--- config.mk ---
export PLATFORM = sky130hd
export DESIGN_NAME = brb_queue
export DESIGN_NICKNAME = d
export VERILOG_FILES = /design/src/design/byte_ring_buffer_with_peek_macros.svh /design/src/design/brb_queue.sv
export SDC_FILE = /design/constraint.sdc
export NUM_CORES = 1
export LEC_CHECK = 0
export BUFFER_PORTS_ARGS = -buffer_cell sky130_fd_sc_hd__buf_2
export CAP_MARGIN = 20
export CORE_MARGIN = 3
export CORE_UTILIZATION = 45
export CTS_CLUSTER_DIAMETER = 100
export DETAILED_ROUTE_END_ITERATION = 10
export PLACE_DENSITY = 0.71
export SLEW_MARGIN = 20
export SYNTH_ARGS = -nofsm -noshare
export SYNTH_HDL_FRONTEND = slang
export SYNTH_SLANG_ARGS = --single-unit
--- constraint.sdc ---
create_clock -name clk -period 2 [get_ports clk]
set_input_delay 0.2 -clock clk [delete_from_list [all_inputs] [get_ports clk]]
set_output_delay 0.2 -clock clk [all_outputs]
set_load 0.02 [all_outputs]
--- src/design/byte_ring_buffer_with_peek_macros.svh ---
`ifndef BYTE_RING_BUFFER_WITH_PEEK_MACROS_SVH
`define BYTE_RING_BUFFER_WITH_PEEK_MACROS_SVH

// same-cycle implication, off while reset is asserted
`define BRB_ASSERT_NOW(label, ante, cons, msg) \
	label: assert property (@(posedge clk) disable iff (!arst_n) (ante) |-> (cons)) \
		else $error(msg);

// implication checked in the next cycle
`define BRB_ASSERT_NEXT(label, ante, cons, msg) \
	label: assert property (@(posedge clk) disable iff (!arst_n) (ante) |=> (cons)) \
		else $error(msg);

`endif

--- src/design/brb_queue.sv ---
`timescale 1ns / 1ps
module brb_queue #(
	parameter int WIDTH = 8,
	parameter int DEPTH = 4,
	localparam int IW = (DEPTH > 1) ? $clog2(DEPTH) : 1,
	localparam int NW = $clog2(DEPTH + 1)
) (
	input logic clk,
	input logic arst_n,
	input logic push,
	input logic [WIDTH-1:0] push_data,
	output logic full,
	input logic pop,
	output logic [WIDTH-1:0] pop_data,
	output logic empty
);

	logic [WIDTH-1:0] slot_q [DEPTH];
	logic [IW-1:0] wr_ptr_q;
	logic [IW-1:0] rd_ptr_q;
	logic [NW-1:0] count_q;
	logic do_push;
	logic do_pop;

	assign full = (count_q == NW'(DEPTH));
	assign empty = (count_q == '0);
	assign do_push = push && !full;
	assign do_pop = pop && !empty;
	assign pop_data = slot_q[rd_ptr_q];

	always_ff @(posedge clk) begin
		if (do_push) begin
			slot_q[wr_ptr_q] <= push_data;
		end
	end

	always_ff @(posedge clk or negedge arst_n) begin
		if (!arst_n) begin
			wr_ptr_q <= '0;
			rd_ptr_q <= '0;
			count_q <= '0;
		end else begin
			if (do_push) begin
				wr_ptr_q <= (wr_ptr_q == IW'(DEPTH - 1)) ? '0 : wr_ptr_q + 1'b1;
			end
			if (do_pop) begin
				rd_ptr_q <= (rd_ptr_q == IW'(DEPTH - 1)) ? '0 : rd_ptr_q + 1'b1;
			end
			if (do_push && !do_pop) begin
				count_q <= count_q + 1'b1;
			end else if (do_pop && !do_push) begin
				count_q <= count_q - 1'b1;
			end
		end
	end

endmodule

Word-level counts from Yosys, hierarchy flattened --
Memory sizes are Yosys's and may differ from the RTL's. Cells that the tools add are included.
Word-level totals: register bits after elaboration 7, RAM bits 32, output and inout bits 10, word-level logic and storage cells 27, memories kept 1
Memory list:
- slot_q | depth 4, width 8, read ports 1, clocked after Yosys merged registers in 0, wr ports 1, line brb_queue.sv:18 | logic [WIDTH-1:0] slot_q [DEPTH];
Operators by class: add/sub/neg operators 4, equal/unequal tests 3, muxes and demuxes 6, reductions and logical operators 10
Operator list (count):
- two-way mux 3 bit | 2
- adder 2 x 1 -> 2 bit (second input constant) | 2
- == test 2 bit (second input constant) | 2
- logical AND 1 bit | 4
- logical NOT 1 bit | 4
- two-way mux 2 bit | 2
- adder 3 x 1 -> 3 bit (second input constant) | 1
- == test 3 bit (second input constant) | 1
- logical NOT 3 bit | 1
- subtractor 3 x 1 -> 3 bit (second input constant) | 1
- two-way mux 1 bit | 2
- nonzero test 2 bit | 1

Depth between registers and ports, before layout --
Gate-level depths: netlist (run 1).
depth after elaboration 7, mapped depth 9, gate-level depth less buffers 8

Worst setup path after synthesis (run 1) --
Ideal clock, no wire load.
path type register -> register, from reg count_q[0], to reg count_q[2], setup time 0.079 ns, arrival 2.234 ns, data required time 1.921 ns, path slack -0.313 ns, cell stages (with the launch flop) 9, period minus slack after synthesis 2.313 ns, cell sequence dfrtp_1 > nor3_1 > nand2b_4 > ha_1 > inv_1 > fa_1 > xor2_1 > nor2_1 > xor2_1
On the way: longest elaborated chain between the ends 6
Ends and longest elaborated chain:
- start: declaration | line brb_queue.sv:21 | logic [NW-1:0] count_q;
- start signal: assignment | line brb_queue.sv:50 | count_q <= count_q + 1'b1;
- start signal: assignment | line brb_queue.sv:52 | count_q <= count_q - 1'b1;
- logical NOT 3 bit (*) | line brb_queue.sv:26 | assign empty = (count_q == '0);
- named net empty | line brb_queue.sv:15 | output logic empty
- logical NOT 1 bit (*) | line brb_queue.sv:28 | assign do_pop = pop && !empty;
- logical AND 1 bit (*) | line brb_queue.sv:28
- logical NOT 1 bit | line brb_queue.sv:49 | if (do_push && !do_pop) begin
- logical AND 1 bit | line brb_queue.sv:49
- two-way mux 3 bit / nonzero test 2 bit (equally long branches)
Mark *: on every way through the listed nets, which the timed path passes. The rest lies on a longest branch. The select of a mux whose other input is x is not followed. A chain may end at the register's enable or synchronous reset.

Worst setup path after layout (run 1) --
from reg count_q[0], to reg count_q[1]
On the way: longest elaborated chain between the ends 6
Ends and longest elaborated chain:
- parallel branches: the longest is 6 deep, another holds subtractor 3 x 1 -> 3 bit
Parallel ways; which one is timed is not known. The select of a mux whose other input is x is not followed.

==> metrics, run 1 <==
status=completed; post-layout min period=1.97 ns; number of placed instances, taps included=144; arrival time reported for the critical path endpoint=2.20 ns; count of final hold-check violations=0; mean instance size in the synthesized netlist=20.5 um2; largest family of logic cells by synthesized area=multiplexers; CTS Root Cell=sky130_fd_sc_hd__clkbuf_4; multiplexer fraction of the synthesized cell area=15.1%; switching share of power=33.2%; total grt overflow=0; Post-Synth Adder-Cell Area=5.87%; overall routing resource usage=12.0%; clock-pin slew on the worst setup and hold paths=0.10 ns; net count after synthesis=98; endpoint type of the worst setup path=register; routed vias=781; source-to-sink clock delay at the later pin of the worst-skew pair=0.33 ns; part of the cycle the worst path needs=98.5%; CP startpoint=count_q[0]; number of buffers created by CTS=5; synthesized instance count=79; total I/O pin count=22; area grow syn2layout=17.6%; Yosys Warn Count=0; PD cells=1440 mW/mm2; Synth Area in XOR/XNOR=1.62%; effective utilization at floorplan=47.8%; static power due to leakage=0.722 nW; max frequency=508 MHz; Detail Route Antenna Nets=0; max capacitance violation total=0; wire length of the first global-routing pass=3660 um; required time of the critical path=2.23 ns; cell internal power dissipation=0.00184 W; Routability Congestion=0.733; transition time at the pin with the least slew margin=0.422 ns; simple logic cell fraction of the synthesized area=5.41%; headroom to the max-slew limit=71.9%; half-perimeter wire length of the detailed placement result=1620 um; input/output buffers=21; cell type of the slowest stage on the worst timing path=sky130_fd_sc_hd__dfrtp_2; Die Span Y=66.0 um; Placement Setup Slack=0.0234 ns; iteration-0 DRC count of the detailed router=52; hold path start=push_data[6]; r2r setup slk=0.03 ns; startpoint of the worst-slack reg-to-reg timing path=count_q[0]; Std-Cell Rows=21; worst hold-check slack=0.0716 ns; Reg power frac=47.2%; first-pass iteration count of the detailed router=4; Via density=4.91; Clock Sink Count=39; final-layout setup total negative slack=0 ns; Clk network pwr share=14.3%; Worst IR Drop VDD=626 uV; area occupied by registers=0.00114 mm2; Switching Power=0.000912 W; critical path, cell by cell=buf_4 -> nor3b_4 -> nor2b_2 -> ha_2 -> inv_1 -> fa_2 -> mux2_2; number of setup violations in the final report=0; nets@finish=131; start-to-end type of the worst setup path=reg -> reg; number of max-slew violations in the final report=0; Cell Area, Synth=0.00162 mm2; count of fill cells added during filler insertion=252; number of flip-flops and latches in the synthesized netlist=39; Buf/Inv on CP=2; Cell variety after synth=19; Worst Skew=0.00505 ns; largest net degree at the start of global routing=12; DIE WIDTH=66.0 um; clock tree buffer depth=2; core region area=0.00339 mm2; footprint of the multi-input gates=469 um2; Crit path max-delay family=adder cells; overall routed net length=2340 um; biggest fanout along the worst timing path=4; Synth Area in Compound Gates=0%; crit start category=register; Setup WS post-layout=0.0309 ns; share of layout cells above drive strength 1=54.0%; htree depth=2; drt wl/cell=14.7 um; number of global-route vias before repair=753; die footprint=0.00436 mm2; Non-Filler Instances=159; post-detailed-route DRC marker count=0; initial antenna violation count=0; CTS tree=done; maximum cell stage delay along the critical path=0.46 ns; part of the Yosys area used for sequential elements=70.1%; antenna fix cells=0; worst min-delay path category=in -> reg; Gate power share=38.5%
power groups by stage:
stage	Sequential [W]	Combinational (W)	Clock, W
6_report	0.00130	0.00106	0.000393
4_1_cts	0.00132	0.000960	0.000406
3_5_place_dp	0.00134	0.000955	0
3_3_place_gp	0.00132	0.000938	0
2_1_floorplan	0.00122	0.000810	0
5_1_grt	0.00134	0.00115	0.000428
worst paths after layout:
path	end	cells past startpoint
min in group asynchronous	count_q[1]	2
setup reg to reg	count_q[1]	7
setup / recovery	count_q[1]	7
hold reg to reg	count_q[0]	1
hold / removal	slot_q[1][6]	1
max in group asynchronous	rd_ptr_q[0]	2
worst reg2reg max path: cells and delay by family, from the launching register on:
kind                     cells  cell delay, ns
multiplexers                 1            0.28
flip-flops                   1            0.46
adder cells (fa/ha/maj)      2            0.62
AND/OR/NAND/NOR              2            0.27
buffers and inverters        2            0.22
cells by family (layout without fill, tap and decap cells):
logic type    Yosys count  after routing
flops                  39             39
mux                    13             13
simple gates           11             11
fa+ha+maj               7              7
buf+inv                 6             40
xor+xnor                3              3
sequential cells by signal, summed over array words and instances, names as in the netlist:
signal and cells:
wr_ptr_q 2, slot_q 32, rd_ptr_q 2, count_q 3
synthesized netlist by cell type:
library cell / instances / area share [%]
sky130_fd_sc_hd__buf_1: 1 / 0.23
sky130_fd_sc_hd__nor2b_2: 1 / 0.54
sky130_fd_sc_hd__mux2_4: 2 / 1.9
sky130_fd_sc_hd__mux2_2: 3 / 2.1
sky130_fd_sc_hd__and2_2: 4 / 1.9
sky130_fd_sc_hd__nand2b_4: 1 / 0.85
sky130_fd_sc_hd__nor3b_4: 1 / 1.2
sky130_fd_sc_hd__buf_2: 1 / 0.31
sky130_fd_sc_hd__mux4_2: 8 / 11
sky130_fd_sc_hd__edfxtp_1: 32 / 59
sky130_fd_sc_hd__xnor2_1: 1 / 0.54
sky130_fd_sc_hd__nor2_1: 3 / 0.69
sky130_fd_sc_hd__buf_6: 1 / 0.69
sky130_fd_sc_hd__fa_1: 1 / 1.2
sky130_fd_sc_hd__nor3_1: 1 / 0.31
sky130_fd_sc_hd__xor2_1: 2 / 1.1
sky130_fd_sc_hd__ha_1: 6 / 4.6
sky130_fd_sc_hd__dfrtp_1: 7 / 11
sky130_fd_sc_hd__inv_1: 3 / 0.69
cell usage in the layout (no fill, tap or decap), types with 4 or more instances in the layout:
master,instances
sky130_fd_sc_hd__buf_2,21
sky130_fd_sc_hd__ha_1,5
sky130_fd_sc_hd__edfxtp_1,32
sky130_fd_sc_hd__mux4_2,8
sky130_fd_sc_hd__and2_2,4
sky130_fd_sc_hd__buf_4,7
sky130_fd_sc_hd__clkbuf_4,5
sky130_fd_sc_hd__dfrtp_2,4
what timing repair did:
item	in CTS	in global routing
hold buffers	1	0
gates resized for setup	1	3
endpoints found under the hold margin	7	0
pin swaps	0	3
buffers inserted	0	6
setup endpoints to repair	8	1
metrics by stage:
| step | utilization [%] | instance area (um2) | total power [W] |
|---|---|---|---|
| after floorplan | - | 1640 | 0.00203 |
| after global placement | 52.7 | 1790 | 0.00226 |
| after detailed placement | 52.7 | 1790 | 0.00229 |
| after CTS | 54.7 | 1860 | 0.00269 |
| after global routing | 56.2 | 1910 | 0.00291 |
| final | 56.2 | 1910 | 0.00275 |
per-layer routing:
layer	GRT usage, %	share of wire, %	wire [um]	vias up
met5	0	0	0	-
met4	6.85	2.5	59	0
met3	4.08	4.7	110	7
met2	17.6	50	1180	18
met1	15.5	42	994	388
li1	-	-	-	368
layout make-up:
type	count	area share (%)
clock buffers	7	2.89
repair buffers	29	8.80
multi-input cells	34	24.6
well taps	46	3.02
inverters	3	0.591
clock inverters	1	0.197
flip-flops and latches	39	59.9
No activity file was read; power rests on OpenSTA's default activity.
==> run 2: changes to the inputs <==
==> constraint.sdc (replaced) <==
create_clock -name clk -period 2.4 [get_ports clk]
set_input_delay 0.24 -clock clk [delete_from_list [all_inputs] [get_ports clk]]
set_output_delay 0.24 -clock clk [all_outputs]
set_load 0.02 [all_outputs]
==> metrics, run 2 (synthesized netlist as in run 1, its figures left out) <==
max capacitance violation total=0 (unchanged); number of flip-flops under the largest register name=32 (unchanged); Crit path max-delay family=flip-flops; number of setup violations in the final report=0 (unchanged); input/output buffers=21 (unchanged); die footprint=0.00436 mm2 (unchanged); number of max-slew violations in the final report=0 (unchanged); wire length of the first global-routing pass=4000 um (+9.1%); part of the cycle the worst path needs=86.9%; count of fill cells added during filler insertion=263 (+4.4%); fin area=0.00187 mm2 (-1.6%); nets@finish=124 (-5.3%); first-pass iteration count of the detailed router=4 (unchanged); CTS tree=done; cell internal power dissipation=0.00164 W (-11%); DIE WIDTH=66.0 um (unchanged); number of global-route vias before repair=812 (+7.8%); status=completed; max frequency=479 MHz; Clk network pwr share=22.3% (+8.0 points); half-perimeter wire length of the detailed placement result=1610 um (-1.2%); static power due to leakage=0.710 nW (-1.6%); Std-Cell Rows=21 (unchanged); crit start category=register; clock-pin slew on the worst setup and hold paths=0.12 ns (+0.02 ns); post-cts resize count=0 (-1); top flop regs=slot_q (32), count_q (3); iteration-0 DRC count of the detailed router=24 (-54%); clock tree buffer depth=2 (unchanged); post-detailed-route DRC marker count=0 (unchanged); Worst IR Drop VDD=494 uV (-21%); start-to-end type of the worst setup path=reg -> out; post-layout min period=2.09 ns; DP Area=0.00176 mm2 (-1.3%); setup repair after global routing missed its margin=false; Die Span Y=66.0 um (unchanged); total grt overflow=0 (unchanged); overall routing resource usage=13.4% (+1.3 points); overall routed net length=2360 um (+0.85%); number of buffers created by CTS=5 (unchanged); initial antenna violation count=0 (unchanged); Reg power frac=45.1% (-2.1 points); antenna fix cells=0 (unchanged); share of layout cells above drive strength 1=45.3% (-8.7 points); core region area=0.00339 mm2 (unchanged); critical path, cell by cell=mux4_2 -> buf_2; PD cells=1270 mW/mm2 (-12%); effective utilization at floorplan=47.8% (unchanged); Setup WS post-layout=0.314 ns (+0.283 ns); final-layout setup total negative slack=0 ns (unchanged); source-to-sink clock delay at the later pin of the worst-skew pair=0.35 ns (+0.02 ns); headroom to the max-slew limit=60.6% (-11 points); worst min-delay path category=in -> reg; Switching Power=0.000747 W (-18%); most common cell after layout, fill and taps aside=sky130_fd_sc_hd__edfxtp_1; endpoint type of the worst setup path=output port; arrival time reported for the critical path endpoint=1.85 ns (-0.35 ns); count of final hold-check violations=0 (unchanged); commonest non-fill, non-tap cells in the layout=32 x sky130_fd_sc_hd__edfxtp_1, 21 x sky130_fd_sc_hd__buf_2, 8 x sky130_fd_sc_hd__mux4_2, 7 x sky130_fd_sc_hd__dfrtp_1, 6 x sky130_fd_sc_hd__ha_1; maximum cell stage delay along the critical path=0.73 ns (+0.27 ns); routed vias=749 (-4.1%); Detail Route Antenna Nets=0 (unchanged); post-layout util=55.3% (-0.92 points); Placement Setup Slack=0.396 ns (+0.373 ns); htree depth=2 (unchanged); total I/O pin count=22 (unchanged); Routability Congestion=0.722 (-1.5%); Buf/Inv on CP=1 (-1); Worst Skew=0.0132 ns (+0.00818 ns); cell type of the slowest stage on the worst timing path=sky130_fd_sc_hd__dfrtp_1; CTS Root Cell=sky130_fd_sc_hd__clkbuf_4; largest net degree at the start of global routing=13 (+1); drt wl/cell=15.5 um (+5.5%); Via density=4.93 (+0.32%); transition time at the pin with the least slew margin=0.591 ns (+0.169 ns); area grow syn2layout=15.7%; Clock Sink Count=39 (unchanged); biggest fanout along the worst timing path=11 (+7); switching share of power=31.3% (-1.9 points); Setup Buffers After CTS=0 (unchanged); Gate power share=32.6% (-5.9 points); required time of the critical path=2.16 ns (-0.07 ns); register with the most flip-flops=slot_q
-- run 2: cell types whose count changed in the layout (fill, tap and decap cells not counted), sizes merged --
cell / before / now
buf: 28 / 21
clkinv: 1 / 0
bufinv: 0 / 2
clkbuf: 7 / 6
-- run 2: per-layer routing --
metal / GRT usage [%] / wire (um)
met1: 14.6 / 963
met2: 21.4 / 1220
met3: 5.61 / 114
met4: 8.38 / 63
met5: 0 / 0
-- run 2: final cells by class --
class | count | area, um2 | area share, %
Clock inverter | 2 | 60.1 | 3.20
Sequential cell | 39 | 1140 | 60.6
Inverter | 3 | 11.3 | 0.601
Clock buffer | 6 | 41.3 | 2.20
Tap cell | 46 | 57.6 | 3.07
Timing Repair Buffer | 22 | 115 | 6.14
Multi-Input combinational cell | 34 | 453 | 24.2
-- run 2: worst paths after layout --
path | cells past startpoint | from | to | slack [ns]
max | 2 | rd_ptr_q[0] | pop_data[3] | 0.31
min | 1 | push_data[1] | slot_q[2][1] | 0.1
max reg2reg | 8 | count_q[2] | count_q[2] | 0.37
min reg2reg | 1 | count_q[2] | count_q[2] | 0.52
max in group asynchronous | 2 | arst_n | wr_ptr_q[0] | 2.00
min in group asynchronous | 2 | arst_n | count_q[1] | 0.24
-- run 2: worst register-to-register path, cell delays in order, from the launching register on --
cell	delay [ns]
sky130_fd_sc_hd__dfrtp_1	0.42
sky130_fd_sc_hd__nor3b_4	0.17
sky130_fd_sc_hd__nor2b_2	0.28
sky130_fd_sc_hd__ha_1	0.24
sky130_fd_sc_hd__inv_1	0.06
sky130_fd_sc_hd__fa_1	0.37
sky130_fd_sc_hd__xor2_1	0.15
sky130_fd_sc_hd__nor2_1	0.11
sky130_fd_sc_hd__xor2_1	0.16
-- run 2: power groups by stage --
stage | sequential (W) | clock (W) | combinational, W
finish | 0.00108 | 0.000532 | 0.000778
global route | 0.00111 | 0.000573 | 0.000854
CTS | 0.00109 | 0.000545 | 0.000793
detailed placement | 0.00110 | 0 | 0.000785
global placement | 0.00109 | 0 | 0.000758
floorplan | 0.00100 | 0 | 0.000668
-- run 2: stage by stage --
| stage | hold WS [ns] | total power [W] | cells |
|---|---|---|---|
| finish | 0.0962 | 0.00239 | 152 |
| global route | 0.0780 | 0.00254 | 152 |
| CTS | 0.0860 | 0.00242 | 152 |
| detailed placement | 0.0878 | 0.00188 | 143 |
| global placement | 0.0840 | 0.00184 | 143 |
| floorplan | -0.0556 | 0.00167 | 79 |
-- run 2: timing repair --
item	CTS	global route
endpoints found under the setup margin	0	0
endpoints found under the hold margin	7	0
hold buffers	1	0
