## config.mk

```make
export PLATFORM = sky130hd
export DESIGN_NAME = brb_front
export DESIGN_NICKNAME = d
export VERILOG_FILES = /design/src/design/brb_pkg.sv /design/src/design/brb_front.sv
export VERILOG_INCLUDE_DIRS = /design/src /design/src/design
export SDC_FILE = /design/constraint.sdc
export NUM_CORES = 1
export LEC_CHECK = 0
export BUFFER_PORTS_ARGS = -buffer_cell sky130_fd_sc_hd__buf_4
export CORE_MARGIN = 1
export CORE_UTILIZATION = 26
export DETAILED_ROUTE_END_ITERATION = 16
export HOLD_SLACK_MARGIN = 0.06
export PLACE_DENSITY = 0.55
export RECOVER_POWER = 50
export SLEW_MARGIN = 20
export SYNTH_ARGS = -nofsm -noshare
export SYNTH_HDL_FRONTEND = slang
export SYNTH_SLANG_ARGS = --single-unit
```

## constraint.sdc

```tcl
create_clock -name clk -period 6.55 [get_ports clk]
set_clock_uncertainty 0.05 [all_clocks]
set_input_delay 0.655 -clock clk [delete_from_list [all_inputs] [get_ports clk]]
set_output_delay 0.655 -clock clk [all_outputs]
set_load 0.1 [all_outputs]
```

## src/design/byte_ring_buffer_with_peek_macros.svh

```systemverilog
`ifndef BYTE_RING_BUFFER_WITH_PEEK_MACROS_SVH
`define BYTE_RING_BUFFER_WITH_PEEK_MACROS_SVH

// same-cycle implication, off while reset is asserted
`define BRB_ASSERT_NOW(label, ante, cons, msg) \
	label: assert property (@(posedge clk) disable iff (!arst_n) (ante) |-> (cons)) \
		else $error(msg);

// implication checked in the next cycle
`define BRB_ASSERT_NEXT(label, ante, cons, msg) \
	label: assert property (@(posedge clk) disable iff (!arst_n) (ante) |=> (cons)) \
		else $error(msg);

`endif

```

## src/design/brb_pkg.sv

```systemverilog
`timescale 1ns / 1ps
package brb_pkg;

	localparam int CW = 10;
	localparam int LW = 7;
	localparam int APB_AW = 3;
	localparam int QUEUE_DEPTH = 4;

	localparam logic [1:0] OP_WRITE = 2'd0;
	localparam logic [1:0] OP_READ = 2'd1;
	localparam logic [1:0] OP_PEEK = 2'd2;
	localparam logic [1:0] OP_CLEAR = 2'd3;

	localparam logic [1:0] ST_OK = 2'd0;
	localparam logic [1:0] ST_OVERFLOW = 2'd1;
	localparam logic [1:0] ST_RANGE = 2'd2;

	localparam logic [CW-1:0] CAP_RESET = 10'd1023;

	typedef enum logic [1:0] {
		K_WRITE = 2'd0,
		K_READ = 2'd1,
		K_NOTE = 2'd2
	} kind_t;

	typedef enum logic [1:0] {
		FR_IDLE = 2'b01,
		FR_RUN = 2'b10
	} front_state_t;

	typedef struct packed {
		logic [1:0] opcode;
		logic [7:0] data_byte;
		logic burst_start;
		logic [9:0] burst_length;
		logic [6:0] read_length;
		logic [9:0] peek_offset;
	} req_t;

	typedef struct packed {
		logic [1:0] status;
		logic [7:0] out_byte;
		logic byte_valid;
		logic last;
		logic [9:0] bytes_used;
		logic [9:0] bytes_free;
	} rsp_t;

	// one queued operation for the back end
	typedef struct packed {
		kind_t kind;
		logic [7:0] data;
		logic [1:0] status;
		logic last;
		logic [CW-1:0] bytes_used;
		logic [CW-1:0] bytes_free;
	} cmd_t;

endpackage

```

## src/design/brb_front.sv

```systemverilog
`timescale 1ns / 1ps
`include "byte_ring_buffer_with_peek_macros.svh"
module brb_front import brb_pkg::*; #(
	parameter int SLOTS = 1024,
	parameter int MAX_READ_RUN = 64,
	localparam int PW = (SLOTS > 1) ? $clog2(SLOTS) : 1
) (
	input logic clk,
	input logic arst_n,
	input logic cfg_wr,
	input logic [CW-1:0] cap,
	input logic req_valid,
	output logic req_stall,
	input req_t req_data,
	output logic push,
	output logic [PW-1:0] push_addr,
	output cmd_t push_cmd,
	input logic q_full
);

	localparam int SW = ((PW > CW) ? PW : CW) + 1;
	localparam logic [LW-1:0] RUN_MAX = LW'(MAX_READ_RUN);

	front_state_t state_q, state_d;
	logic [PW-1:0] wp_q, wp_d;
	logic [PW-1:0] rp_q, rp_d;
	logic [CW-1:0] used_q, used_d;
	logic rej_q, rej_d;
	logic [LW-1:0] left_q, left_d;

	logic acc;
	logic rej_w;
	logic [CW-1:0] free;
	logic [PW-1:0] wp_adv;
	logic [PW-1:0] rp_adv;
	logic [LW-1:0] rsat;
	logic [CW-1:0] rcount;
	logic [SW-1:0] peek_sum;
	logic [SW-1:0] peek_idx;

	assign req_stall = (state_q == FR_RUN) || q_full;
	assign acc = req_valid && !req_stall;
	assign free = cap - used_q;

	// pointers wrap when they pass the last slot of the ring
	assign wp_adv = (SW'(wp_q) >= SW'(cap)) ? '0 : wp_q + 1'b1;
	assign rp_adv = (SW'(rp_q) >= SW'(cap)) ? '0 : rp_q + 1'b1;

	assign rsat = (req_data.read_length > RUN_MAX) ? RUN_MAX : req_data.read_length;
	assign rcount = (used_q < CW'(rsat)) ? used_q : CW'(rsat);

	assign peek_sum = SW'(rp_q) + SW'(req_data.peek_offset);
	assign peek_idx = (peek_sum > SW'(cap)) ? peek_sum - SW'(cap) - SW'(1) : peek_sum;

	always_comb begin
		state_d = state_q;
		wp_d = wp_q;
		rp_d = rp_q;
		used_d = used_q;
		rej_d = rej_q;
		left_d = left_q;
		rej_w = rej_q;
		push = 1'b0;
		push_addr = rp_q;
		push_cmd.kind = K_NOTE;
		push_cmd.data = req_data.data_byte;
		push_cmd.status = ST_OK;
		push_cmd.last = 1'b1;
		case (state_q)
			FR_IDLE: begin
				if (acc) begin
					push = 1'b1;
					case (req_data.opcode)
						OP_WRITE: begin
							if (req_data.burst_start) begin
								rej_w = (free < req_data.burst_length);
							end
							rej_d = rej_w;
							if (rej_w || free == '0) begin
								push_cmd.status = ST_OVERFLOW;
							end else begin
								push_cmd.kind = K_WRITE;
								push_addr = wp_q;
								wp_d = wp_adv;
								used_d = used_q + 1'b1;
							end
						end
						OP_READ: begin
							if (rcount != '0) begin
								push_cmd.kind = K_READ;
								push_cmd.last = (rcount == CW'(1));
								rp_d = rp_adv;
								used_d = used_q - rcount;
								if (rcount != CW'(1)) begin
									state_d = FR_RUN;
									left_d = LW'(rcount - CW'(1));
								end
							end
						end
						OP_PEEK: begin
							if (req_data.peek_offset >= used_q) begin
								push_cmd.status = ST_RANGE;
							end else begin
								push_cmd.kind = K_READ;
								push_addr = PW'(peek_idx);
							end
						end
						OP_CLEAR: begin
							wp_d = '0;
							rp_d = '0;
							used_d = '0;
							rej_d = 1'b0;
						end
						default: begin
							push_cmd.status = ST_OK;
						end
					endcase
				end
			end
			FR_RUN: begin
				// rest of a read run, one byte a cycle unless q_full; counts were settled at accept
				if (!q_full) begin
					push = 1'b1;
					push_cmd.kind = K_READ;
					push_cmd.last = (left_q == LW'(1));
					rp_d = rp_adv;
					left_d = left_q - 1'b1;
					if (left_q == LW'(1)) begin
						state_d = FR_IDLE;
					end
				end
			end
			default: begin
				state_d = FR_IDLE;
			end
		endcase
		push_cmd.bytes_used = used_d;
		push_cmd.bytes_free = cap - used_d;
	end

	always_ff @(posedge clk or negedge arst_n) begin
		if (!arst_n) begin
			state_q <= FR_IDLE;
			wp_q <= '0;
			rp_q <= '0;
			used_q <= '0;
			rej_q <= 1'b0;
			left_q <= '0;
		end else if (cfg_wr) begin
			state_q <= FR_IDLE;
			wp_q <= '0;
			rp_q <= '0;
			used_q <= '0;
			rej_q <= 1'b0;
			left_q <= '0;
		end else begin
			state_q <= state_d;
			wp_q <= wp_d;
			rp_q <= rp_d;
			used_q <= used_d;
			rej_q <= rej_d;
			left_q <= left_d;
		end
	end

	`BRB_ASSERT_NOW(a_used_within_cap, 1'b1, used_q <= cap, "fill count above capacity")
	`BRB_ASSERT_NOW(a_empty_pointers, used_q == '0 && state_q == FR_IDLE, wp_q == rp_q, "empty ring with split pointers")
	`BRB_ASSERT_NEXT(a_clear_empties, acc && req_data.opcode == OP_CLEAR, used_q == '0 && rp_q == '0 && !rej_q, "clear left data behind")

endmodule

```

Word-level counts from Yosys, hierarchy flattened
Cells that the tools add are included.
{ "word_totals": {"reg_bits": 40, "out_inout_bits": 45, "word_cells": 126, "input_bits": 53} }
{ "classes": {"eq_ne": 17, "n_lt_le_gt_ge": 7, "addsub": 11, "muxes": 69, "reduce_logical": 16} }
{ "op_table": {"columns": ["operator", "n"], "rows": [
  ["10-bit 2-to-1 mux", 21],
  ["10-bit case mux with 2 select lines", 4],
  ["7-bit 2-to-1 mux", 7],
  ["10-bit subtractor", 4],
  ["10-bit by 1-bit adder with 10-bit output (second input constant)", 3],
  ["10-bit greater-or-equal comparator", 3],
  ["10-bit case mux with 3 select lines", 1],
  ["2-bit 2-to-1 mux", 14],
  ["3-bit inequality test (second input constant)", 5],
  ["7-bit case mux with 2 select lines", 1],
  ["7-bit by 1-bit subtractor with 7-bit output (second input constant)", 2],
  ["1-bit 2-to-1 mux", 13],
  ["2-bit case mux with 2 select lines", 3],
  ["6-bit AND reduction", 2],
  ["10-bit by 10-bit adder with 11-bit output", 1],
  ["11-bit by 10-bit > comparator with 1-bit output", 1],
  ["10-bit by 1-bit == test with 1-bit output (second input constant)", 1],
  ["10-bit logical NOT", 1],
  ["10-bit < comparator", 1],
  ["10-bit by 7-bit < comparator with 1-bit output", 1],
  ["10-bit by 1-bit inequality test with 1-bit output (second input constant)", 1],
  ["10-bit nonzero test", 1],
  ["10-bit by 1-bit subtractor with 10-bit output (second input constant)", 1],
  ["7-bit by 1-bit == test with 1-bit output (second input constant)", 1],
  ["other kinds (18)", 27]
]} }

Logic depth before layout (Yosys ltp)
Gate-level depths: netlist of the first run.
{ "logic_depth": {"word_depth": 12, "mapped_depth": 26} }

Least setup slack after synthesis of the first run
Ideal clock, no wire load.
{ "synth_timing": {"path_type": "input to output", "from": "input port cap[3]", "to": "output port push_cmd[9] in the netlist's numbering", "t_arrival_ns": 8.186, "setup_slack_ns": -2.341, "t_required_ns": 5.845, "stages": 24, "path_cell_list": "ha_1 > o21ai_1 > a211o_1 > a21oi_1 > xor2_1 > ha_1 > a211oi_1 > o21ai_0 > a41oi_1 > o311ai_1 > and2_1 > buf_2 > a21oi_2 > a211o_1 > inv_2 > ha_1 > nor2b_1 > o21ai_0 > a21oi_1 > or4_1 > a31o_2 > a21oi_1 > xnor2_1 > xnor2_1"} }
{ "synth_rtl": {"columns": ["item", "line_no", "text"], "rows": [
  ["start: declaration", "brb_front.sv:11", "input logic [CW-1:0] cap,"],
  ["end: declaration", "brb_front.sv:17", "output cmd_t push_cmd,"]
]} }

==> results of run 1 <==
## layout make-up
cell class                 count  area [um^2]  share of cell area
sequential                    40         1003              0.1152
tap                          324        405.4             0.04654
inverter                      78        302.8             0.03476
timing repair buffer         177         1355              0.1556
multi-input combinational    707         5480              0.6291
clock buffer                   6        128.9             0.01479
clock inverter                 2        35.03            0.004022
## worst reg2reg max path, delay by kind of cell (launching register included)
kind | cells | cell delay (ns)
AOI/OAI and AO/OA | 5 | 1.15
DFF | 1 | 0.42
buffers and inverters | 3 | 0.49
adders and majority gates | 2 | 0.54
muxes | 1 | 0.41
and+or+nand+nor | 3 | 0.91
## per-stage QoR
| step | hold slack [ns] | setup slack (ns) | setup TNS (ns) | power [W] |
|---|---|---|---|---|
| floorplan | 0.3094 | -0.3307 | -0.5058 | 0.0007804 |
| global placement | 0.4495 | -0.2350 | -0.2350 | 0.0009553 |
| detailed placement | 0.4489 | -0.3003 | -0.3145 | 0.0009600 |
| CTS | 0.3394 | 0.002190 | 0 | 0.001273 |
| global route | 0.4829 | -0.06299 | -0.1000 | 0.001370 |
| finish | 0.4621 | 0.1199 | 0 | 0.001291 |
## timing repair
action,4_1_cts,5_1_grt
resized for setup,12,33
pin swaps,7,19
gates cloned,0,0
buffers inserted,6,5
endpoints found under the setup margin,2,2
## Yosys cell counts, types with 4 or more instances
master,number
nand3_1,28
or2_2,5
nand4_1,13
a211oi_1,7
or3_1,11
nor4_1,7
nor2b_1,14
o21bai_1,4
o21a_1,8
o22ai_1,11
mux2_2,4
a211o_1,5
o211ai_1,12
fa_1,5
o21ai_1,7
dfrtp_1,39
xnor2_1,27
nor3_1,29
and2_1,4
inv_1,74
mux2i_1,19
o21ai_0,58
a21oi_1,53
nor2_1,56
nand2_1,78
nor3b_1,4
nand3b_1,4
clkbuf_1,11
a21o_1,18
a31oi_1,6
o221ai_1,9
nand2b_1,17
a21oi_2,5
ha_1,101
buf_4,9
buf_2,5
xor2_1,7
o311a_1,4
and3_1,12
## worst min-delay path by stage
stage	from	endpoint	slack [ns]	cells past startpoint
after global routing	left_q[1]	left_q[1]	0.48	2
after global placement	left_q[1]	left_q[1]	0.45	2
final	left_q[1]	left_q[1]	0.46	2
after floorplan	arst_n	left_q[0]	0.31	0
after detailed placement	left_q[1]	left_q[1]	0.45	2
after CTS	arst_n	rp_q[1]	0.34	1
## registers in the layout (all words and copies together), names as in the netlist
register	flops
rp_q	10
used_q	10
wp_q	10
left_q	7
state_q	2
rej_q	1
## cell families (layout without fill, tap and decap cells)
group | after synthesis | count (layout) | share of synthesized area
fa+ha+maj | 106 | 106 | 0.2101
buf+inv | 105 | 263 | 0.06690
flops | 40 | 40 | 0.1544
mux | 23 | 23 | 0.03624
compound gates | 245 | 245 | 0.2508
simple gates | 299 | 299 | 0.2356
xor+xnor | 34 | 34 | 0.04588
## power by group
group          total, W  leakage [nW]  switching (W)  internal (W)
Combinational  0.000716          3.36       0.000430      0.000286
Sequential     0.000279         0.547      0.0000199      0.000260
Clock          0.000295        0.0808       0.000115      0.000180
## per-layer routing
metal  vias to the layer above  wire, um  global-route usage
met5                         -         0                   0
met2                       178     10840              0.3038
met4                         0       331             0.03550
li1                       3451         -                   -
met1                      3311     10940              0.2503
met3                        29      1200             0.02442
## cell usage in the layout (no fill, tap or decap), drive strengths merged, types with 6 or more instances in the layout
| master | netlist | routed |
|---|---|---|
| o22ai | 11 | 11 |
| nand4 | 13 | 13 |
| ha | 101 | 101 |
| a21oi | 58 | 58 |
| nand2b | 17 | 17 |
| and2 | 6 | 6 |
| nor2b | 14 | 14 |
| or3 | 11 | 11 |
| a21o | 18 | 18 |
| nor2 | 56 | 56 |
| clkbuf | 11 | 10 |
| a31oi | 6 | 6 |
| inv | 77 | 78 |
| xor2 | 7 | 7 |
| nor4 | 7 | 7 |
| mux2i | 19 | 19 |
| and3 | 12 | 12 |
| o211ai | 12 | 12 |
| nand2 | 78 | 78 |
| xnor2 | 27 | 27 |
| o21ai | 65 | 65 |
| buf | 16 | 173 |
| dfrtp | 39 | 39 |
| o21a | 8 | 8 |
| nand3 | 29 | 29 |
| nor3 | 29 | 29 |
| o221ai | 9 | 9 |
| a211oi | 7 | 7 |
==> run_results.csv, run 1 <==
group,metric,value,unit
routing,final_antenna_net_count,0,
grt,first_global_vias,6633,
finish,final_util,0.3571,
floorplanning,ios,98,
synthesis,yosysWarnings,0,
floorplanning,die_h,160.0,um
floorplanning,coreArea,0.02439,mm^2
synthesis,synth_area,0.006490,mm^2
critical_path,crit_fanout,10,
routing,first_pass_iters,5,
routing,via_count,6969,
timing,relSlewSlack,-0.6992,
hold_path,hold_path_class,"reg -> reg",
clock_network,clkTransAtPathRegs,0.07,ns
synthesis,synthTopCellsByArea,"ha_1 19%, dfrtp_1 15%, nand2_1 4.5%",
synthesis,synth_ff_type,"dfrtp_1",
finish,fill_cells,2622,
clock_network,cts_max_level,2,
critical_path,cp-endpoint,"push_cmd[9]",
grt,overflow,0,
critical_path,cp.depth,29,
synthesis,synth.distinct_cells,79,
synthesis,netlist.area_leader.share,0.1947,
placed_design,dp_cells,1315,
critical_path,timing.critical_path.slowest_stage_cell,"or4_4",
critical_path,reg2reg_depth,14,
power,leakage,3.989,nW
grt,grt_pass1_wl,36800,um
timing,slew_viol_final,41,
clock_network,cts_tree,"yes",
synthesis,yosys.area.top_type,"ha_1",
run_status,status,"complete, but fails checks",
critical_path,rrSetupSlack,2.45,ns
synthesis,synth_edf_count,0,
placed_design,io_buffer_count,81,
critical_path,startpoint,"req_data[16]",
critical_path,timing.rr.start,"used_q[1]",
synthesis,postSynthAreaPerCell,7.617,um^2
clock_network,cts_buffers,5,
timing,timing.final.crit_share,0.9817,
power,powerDensity,148.2,mW/mm^2
clock_network,clk_latency,0.30,ns
routing,vias_per_cell,5.224,
finish,drive_above_1_share,0.2693,
routing,drtIter0Drc,388,
critical_path,cp_top_family,"compound AO/OA/AOI/OAI gates",
synthesis,synth_seq_cells,40,
critical_path,cp_num_buf_inv,9,
synthesis,ys_seq_area_frac,0.1544,
critical_path,cpMostUsedCell,"buf_4",
critical_path,rr_endpoint,"used_q[9]",
timing,period_needed,6.430,ns
placed_design,placedInstanceArea,0.008264,mm^2
routing,drc_errors,0,
clock_network,hold_buffers,0,
finish,fin_nets,1168,
grt,antenna_found_initial,0,
placed_design,routabilityCongestion,0.9265,
critical_path,worstPathRequired,5.84,ns
clock_network,cts_buffer_depth,2,
critical_path,worstSetupStartpointType,"input pin",
clock_network,cts-root-buf,"clkbuf_16",
critical_path,end_kind,"output pin",
clock_network,clock_sinks,40,
timing,fmax,0.1555,GHz
synthesis,async_flop_share,1.000,
floorplanning,rows,57,
critical_path,slowest_delay,0.43,ns
finish,syn_to_final_growth,34.22,%
timing,rsz0062_at_grt,"yes",
synthesis,synth_cells,852,
timing,worst_slew_pin_slew,2.549,ns
placed_design,dp_hpwl,19210,um
grt,grt_max_degree,41,
finish,layoutNonFillerInstCount,1334,
synthesis,syn-num-nets,1011,
critical_path,crit_type,"in -> out",
critical_path,cp_data_arrival_time,5.73,ns
grt,grt.total_usage,0.1822,
floorplanning,die_w,160.0,um
floorplanning,die-area,0.02560,mm^2
run_status,violations,"capacitance limit, slew limit",
routing,wl,23320,um
finish,antennaDiodeCount,0,
routing,avgRoutedWirePerCell,17.48,um
timing,hold_viol_final,0,
run,maxCapViolations,1,
floorplanning,start_util,0.2661,
finish,final_area,0.008711,mm^2
timing,setup_viol,0,
power,peakVddDrop,0.08779,mV
Note: power is estimated with default switching activity, not from simulation.
==> run 2, diff against run 1 <==
Settings changed: CELL_PAD_IN_SITES_DETAIL_PLACEMENT set to 0, CELL_PAD_IN_SITES_GLOBAL_PLACEMENT set to 1, GPL_TIMING_DRIVEN set to 1, PLACE_DENSITY 0.55 to 0.67.
==> run_results.csv, run 2 (synthesis gave the netlist of run 1 again) <==
group,metric,value,unit
timing,setup_viol,0,
run,maxCapViolations,1,
grt,antenna_found_initial,0,
critical_path,slowest_delay,0.43,ns
finish,final_util,0.3481,
clock_network,cts_buffer_depth,2,
grt,overflow,0,
timing,fmax,0.1565,GHz
clock_network,clock_sinks,40,
power,peakVddDrop,0.09985,mV
placed_design,pre_cts_slack,-0.05914,ns
power,powerDensity,145.3,mW/mm^2
critical_path,end_kind,"output pin",
critical_path,cp_top_family,"compound AO/OA/AOI/OAI gates",
grt,grt_pass1_wl,36750,um
timing,slew_viol_final,41,
critical_path,worstPathRequired,5.84,ns
finish,reg_top3,"rp_q x10, used_q x10, wp_q x10",
finish,fin_nets,1151,
routing,via_count,6831,
finish,antennaDiodeCount,0,
floorplanning,die_w,160.0,um
routing,final_antenna_net_count,0,
critical_path,crit_type,"in -> out",
run_status,status,"complete, but fails checks",
power,leakage,3.866,nW
hold_path,holdPathStages,2,
clock_network,clk_latency,0.30,ns
timing,setup_slack,0.1597,ns
floorplanning,ios,98,
grt,grt_max_degree,41,
floorplanning,die_h,160.0,um
grt,grt.total_usage,0.1851,
timing,hold_ws,0.4676,ns
clock_network,cts_max_level,2,
routing,drc_errors,0,
finish,mostFrequentLayoutCell,"buf_4",
timing,period_needed,6.390,ns
timing,timing.final.crit_share,0.9756,
critical_path,timing.critical_path.slowest_stage_cell,"or4_4",
critical_path,crit_fanout,5,
routing,avgRoutedWirePerCell,18.03,um
critical_path,reg2reg_depth,19,
finish,syn_to_final_growth,30.83,%
floorplanning,rows,57,
critical_path,worstSetupStartpointType,"input pin",
grt,first_global_vias,6536,
power,power.total,0.001233,W
hold_path,hold_path_class,"reg -> reg",
floorplanning,start_util,0.2661,
clock_network,cts_tree,"yes",
timing,rsz0062_at_grt,"yes",
timing,relSlewSlack,-0.6829,
timing,hold_viol_final,0,
placed_design,routabilityCongestion,0.9035,
clock_network,cts_buffers,5,
timing,worst_slew_pin_slew,2.524,ns
placed_design,io_buffer_count,81,
routing,drtIter0Drc,498,
floorplanning,coreArea,0.02439,mm^2
critical_path,cp_data_arrival_time,5.69,ns
routing,vias_per_cell,5.187,
routing,first_pass_iters,5,
critical_path,cp_num_buf_inv,5,
finish,drive_above_1_share,0.2467,
clock_network,clkTransAtPathRegs,0.07,ns
critical_path,rr_endpoint,"used_q[8]",
critical_path,timing.rr.start,"used_q[1]",
hold_path,holdPathEnd,"left_q[1]",
finish,final_cell_mix,"155 x buf_4, 92 x ha_1, 78 x nand2_1, 70 x inv_1, 56 x nor2_1",
clock_network,cts-root-buf,"clkbuf_16",
floorplanning,die-area,0.02560,mm^2
run_status,violations,"capacitance limit, slew limit",
routing,wl,23750,um
critical_path,rrSetupSlack,2.36,ns
placed_design,dp_hpwl,19790,um
hold_path,hp-start,"left_q[1]",
## run 2: cell types whose count changed in the layout (fill, tap and decap cells not counted), sizes merged
cell and change:
inv -1, bufinv -1, clkbuf -1, buf -16, clkinvlp +2
## run 2: timing repair
item                                    4_1_cts  5_1_grt
pin swaps                                     0       12
endpoints found under the setup margin        2        3
buffers inserted                              1        4
gates cloned                                  0        0
resized for setup                             4       26
hold buffers                                  0        0
## run 2: worst max path at each step
| stage | from | to | slack, ns | cells past startpoint |
|---|---|---|---|---|
| 2_1_floorplan | req_data[16] | push_cmd[9] | -0.33 | 24 |
| 3_3_place_gp | cap[1] | push_cmd[9] | -0.02 | 25 |
| 3_5_place_dp | req_data[16] | push_cmd[9] | -0.06 | 26 |
| 4_1_cts | cap[1] | push_cmd[9] | 0.02 | 25 |
| 5_1_grt | cap[0] | push_cmd[9] | -0.07 | 27 |
| 6_report | cap[0] | push_cmd[9] | 0.16 | 27 |
## run 2: metrics by stage
| step | TNS [ns] | instance area, um^2 | std cells |
|---|---|---|---|
| 6_report | 0 | 8491 | 1317 |
| 5_1_grt | -0.09376 | 8491 | 1317 |
| 4_1_cts | 0 | 8344 | 1313 |
| 3_5_place_dp | -0.05914 | 8182 | 1304 |
| 3_3_place_gp | -0.01800 | 8182 | 1304 |
| 2_1_floorplan | -0.5058 | 6773 | 852 |
## run 2: routing by layer
metal	share of wire	GRT usage	vias to the layer above
li1	-	-	3408
met5	0	0	-
met1	0.49	0.2677	3227
met3	0.044	0.02078	22
met4	0.014	0.04113	0
met2	0.45	0.2927	174
## run 2: layout make-up
type / instances / area [um^2]
Fill cell: 2625 / 15900
Multi-Input combinational cell: 707 / 5430
Timing Repair Buffer: 160 / 1206
Sequential cell: 40 / 1003
Tap cell: 324 / 405.4
Inverter: 78 / 304.0
Clock buffer: 6 / 128.9
Clock inverter: 2 / 12.51
## run 2: power by group
group / switching, W / total, W / internal (W) / leakage, nW
combinational: 0.000425 / 0.000693 / 0.000269 / 3.25
sequential: 0.0000199 / 0.000279 / 0.000259 / 0.547
clock: 0.000119 / 0.000261 / 0.000141 / 0.0669
## run 2: worst min-delay path, delay by kind of cell (launching register included)
kind / cells / cell delay (ns)
AOI/OAI and AO/OA: 1 / 0.06
and+or+nand+nor: 1 / 0.05
DFF: 1 / 0.37
==> run 3, diff against run 2 <==
Clock period 6.55 ns to 5.8 ns, I/O delays scaled along.
==> run_results.csv, run 3 (synthesis gave the netlist of run 1 again) <==
group,metric,value,unit
run_status,status,"complete, but fails checks",
run_status,violations,"capacitance limit, slew limit, setup timing",
routing,wl,25130,um
critical_path,rrSetupSlack,1.59,ns
routing,vias_per_cell,5.190,
clock_network,clkTransAtPathRegs,0.08,ns
grt,overflow,0,
critical_path,rr_endpoint,"used_q[8]",
critical_path,cpMostUsedCell,"ha_4",
run,maxCapViolations,1,
critical_path,reg2reg_depth,21,
timing,setup_viol,3,
floorplanning,die-area,0.02560,mm^2
grt,grt_pass1_wl,38990,um
timing,fmax,0.1606,GHz
clock_network,cts_buffer_depth,2,
grt,grt.total_usage,0.1950,
finish,mostFrequentLayoutCell,"buf_4",
timing,hold_viol_final,0,
grt,first_global_vias,6995,
floorplanning,rows,57,
critical_path,timing.critical_path.slowest_stage_cell,"or4_4",
timing,worst_slew_pin_slew,2.717,ns
clock_network,cts_buffers,5,
placed_design,routabilityCongestion,0.9269,
grt,antenna_found_initial,0,
placed_design,dp_hpwl,20580,um
clock_network,clock_sinks,40,
critical_path,slowest_delay,0.53,ns
routing,via_count,7318,
timing,slew_viol_final,41,
critical_path,worstSetupStartpointType,"flip-flop",
placed_design,io_buffer_count,81,
timing,period_needed,6.227,ns
critical_path,crit_type,"reg -> out",
timing,setup_slack,-0.4268,ns
power,powerDensity,163.0,mW/mm^2
power,leakage,4.395,nW
placed_design,dp_cells,1384,
clock_network,cts_tree,"yes",
floorplanning,coreArea,0.02439,mm^2
critical_path,cp_data_arrival_time,5.60,ns
critical_path,timing.rr.start,"used_q[1]",
finish,syn_to_final_growth,48.08,%
finish,reg_top3,"rp_q x10, used_q x10, wp_q x10",
floorplanning,die_w,160.0,um
finish,layoutNonFillerInstCount,1410,
finish,drive_above_1_share,0.3481,
critical_path,crit_fanout,4,
finish,fin_nets,1244,
floorplanning,die_h,160.0,um
clock_network,clk_latency,0.30,ns
hold_path,hold_path_class,"reg -> reg",
routing,first_pass_iters,5,
critical_path,cp_num_buf_inv,3,
hold_path,holdPathStages,2,
routing,avgRoutedWirePerCell,17.82,um
power,peakVddDrop,0.1263,mV
finish,final_cell_mix,"238 x buf_4, 85 x ha_1, 76 x nand2_1, 65 x inv_1, 56 x nor2_1",
clock_network,cts_max_level,2,
power,power.total,0.001567,W
clock_network,cts-root-buf,"clkbuf_16",
timing,rsz0062_at_grt,"yes",
routing,final_antenna_net_count,0,
finish,antennaDiodeCount,0,
timing,relSlewSlack,-0.8112,
critical_path,worstPathRequired,5.17,ns
floorplanning,start_util,0.2661,
timing,fin_tns_setup,-0.6114,ns
critical_path,end_kind,"output pin",
critical_path,cp_top_family,"compound AO/OA/AOI/OAI gates",
hold_path,hp-start,"left_q[1]",
placed_design,pre_cts_slack,-0.7230,ns
hold_path,holdPathEnd,"left_q[1]",
grt,grt_max_degree,41,
floorplanning,ios,98,
routing,drc_errors,0,
timing,timing.final.crit_share,1.074,
routing,drtIter0Drc,568,
==> run 3: final cells by class <==
class                           instances  area [um^2]
Clock inverter                          3        46.29
Sequential cell                        40         1006
Fill cell                            2534        14780
Inverter                               78        304.0
Clock buffer                            5        125.1
Timing Repair Buffer                  253         1981
Multi-Input combinational cell        707         5743
Tap cell                              324        405.4
==> run 3: per-layer routing <==
layer / part of all wire / vias to the layer above / global-route usage
met5: 0 / - / 0
met1: 0.47 / 3482 / 0.2792
met3: 0.052 / 28 / 0.02026
met4: 0.020 / 0 / 0.04892
met2: 0.45 / 205 / 0.3105
li1: - / 3603 / -
==> run 3: report_power, final <==
group          total, W  internal (W)  leakage (nW)  switching, W
sequential     0.000316      0.000293         0.544     0.0000228
clock          0.000348      0.000205        0.0804      0.000142
combinational  0.000904      0.000385          3.77      0.000519
==> run 3: what timing repair did <==
item	4_1_cts	5_1_grt
buffers inserted	14	6
pin swaps	23	25
hold buffers	0	0
resized for setup	47	38
setup endpoints to repair	6	6
==> run 3: how the worst max path moves through the flow <==
stage                             from          end  slack [ns]  depth (start not counted)
final                        used_q[0]  push_cmd[9]       -0.43                         25
after global routing         used_q[0]  push_cmd[9]       -0.62                         25
after CTS                    used_q[0]  push_cmd[9]       -0.40                         25
after detailed placement  req_data[16]  push_cmd[9]       -0.72                         26
after global placement    req_data[16]  push_cmd[9]       -0.57                         27
after floorplan                 cap[4]  push_cmd[9]       -0.91                         25
==> run 3: metrics by stage <==
step,instance area (um^2),util,hold slack [ns]
2_1_floorplan,6900,-,0.2344
3_3_place_gp,8914,0.3654,0.4456
3_5_place_dp,8914,0.3654,0.4522
4_1_cts,9390,0.3850,0.2705
5_1_grt,9610,0.3940,0.4962
6_report,9610,0.3940,0.4599
==> run 3: worst register-to-register path: cells and delay by family (launching register included) <==
family | cells | cell delay (ns)
adder cells (fa/ha/maj) | 2 | 0.50
AND/OR/NAND/NOR | 5 | 0.85
buffers and inverters | 6 | 0.82
flip-flops | 1 | 0.43
AO/OA/AOI/OAI | 8 | 1.49
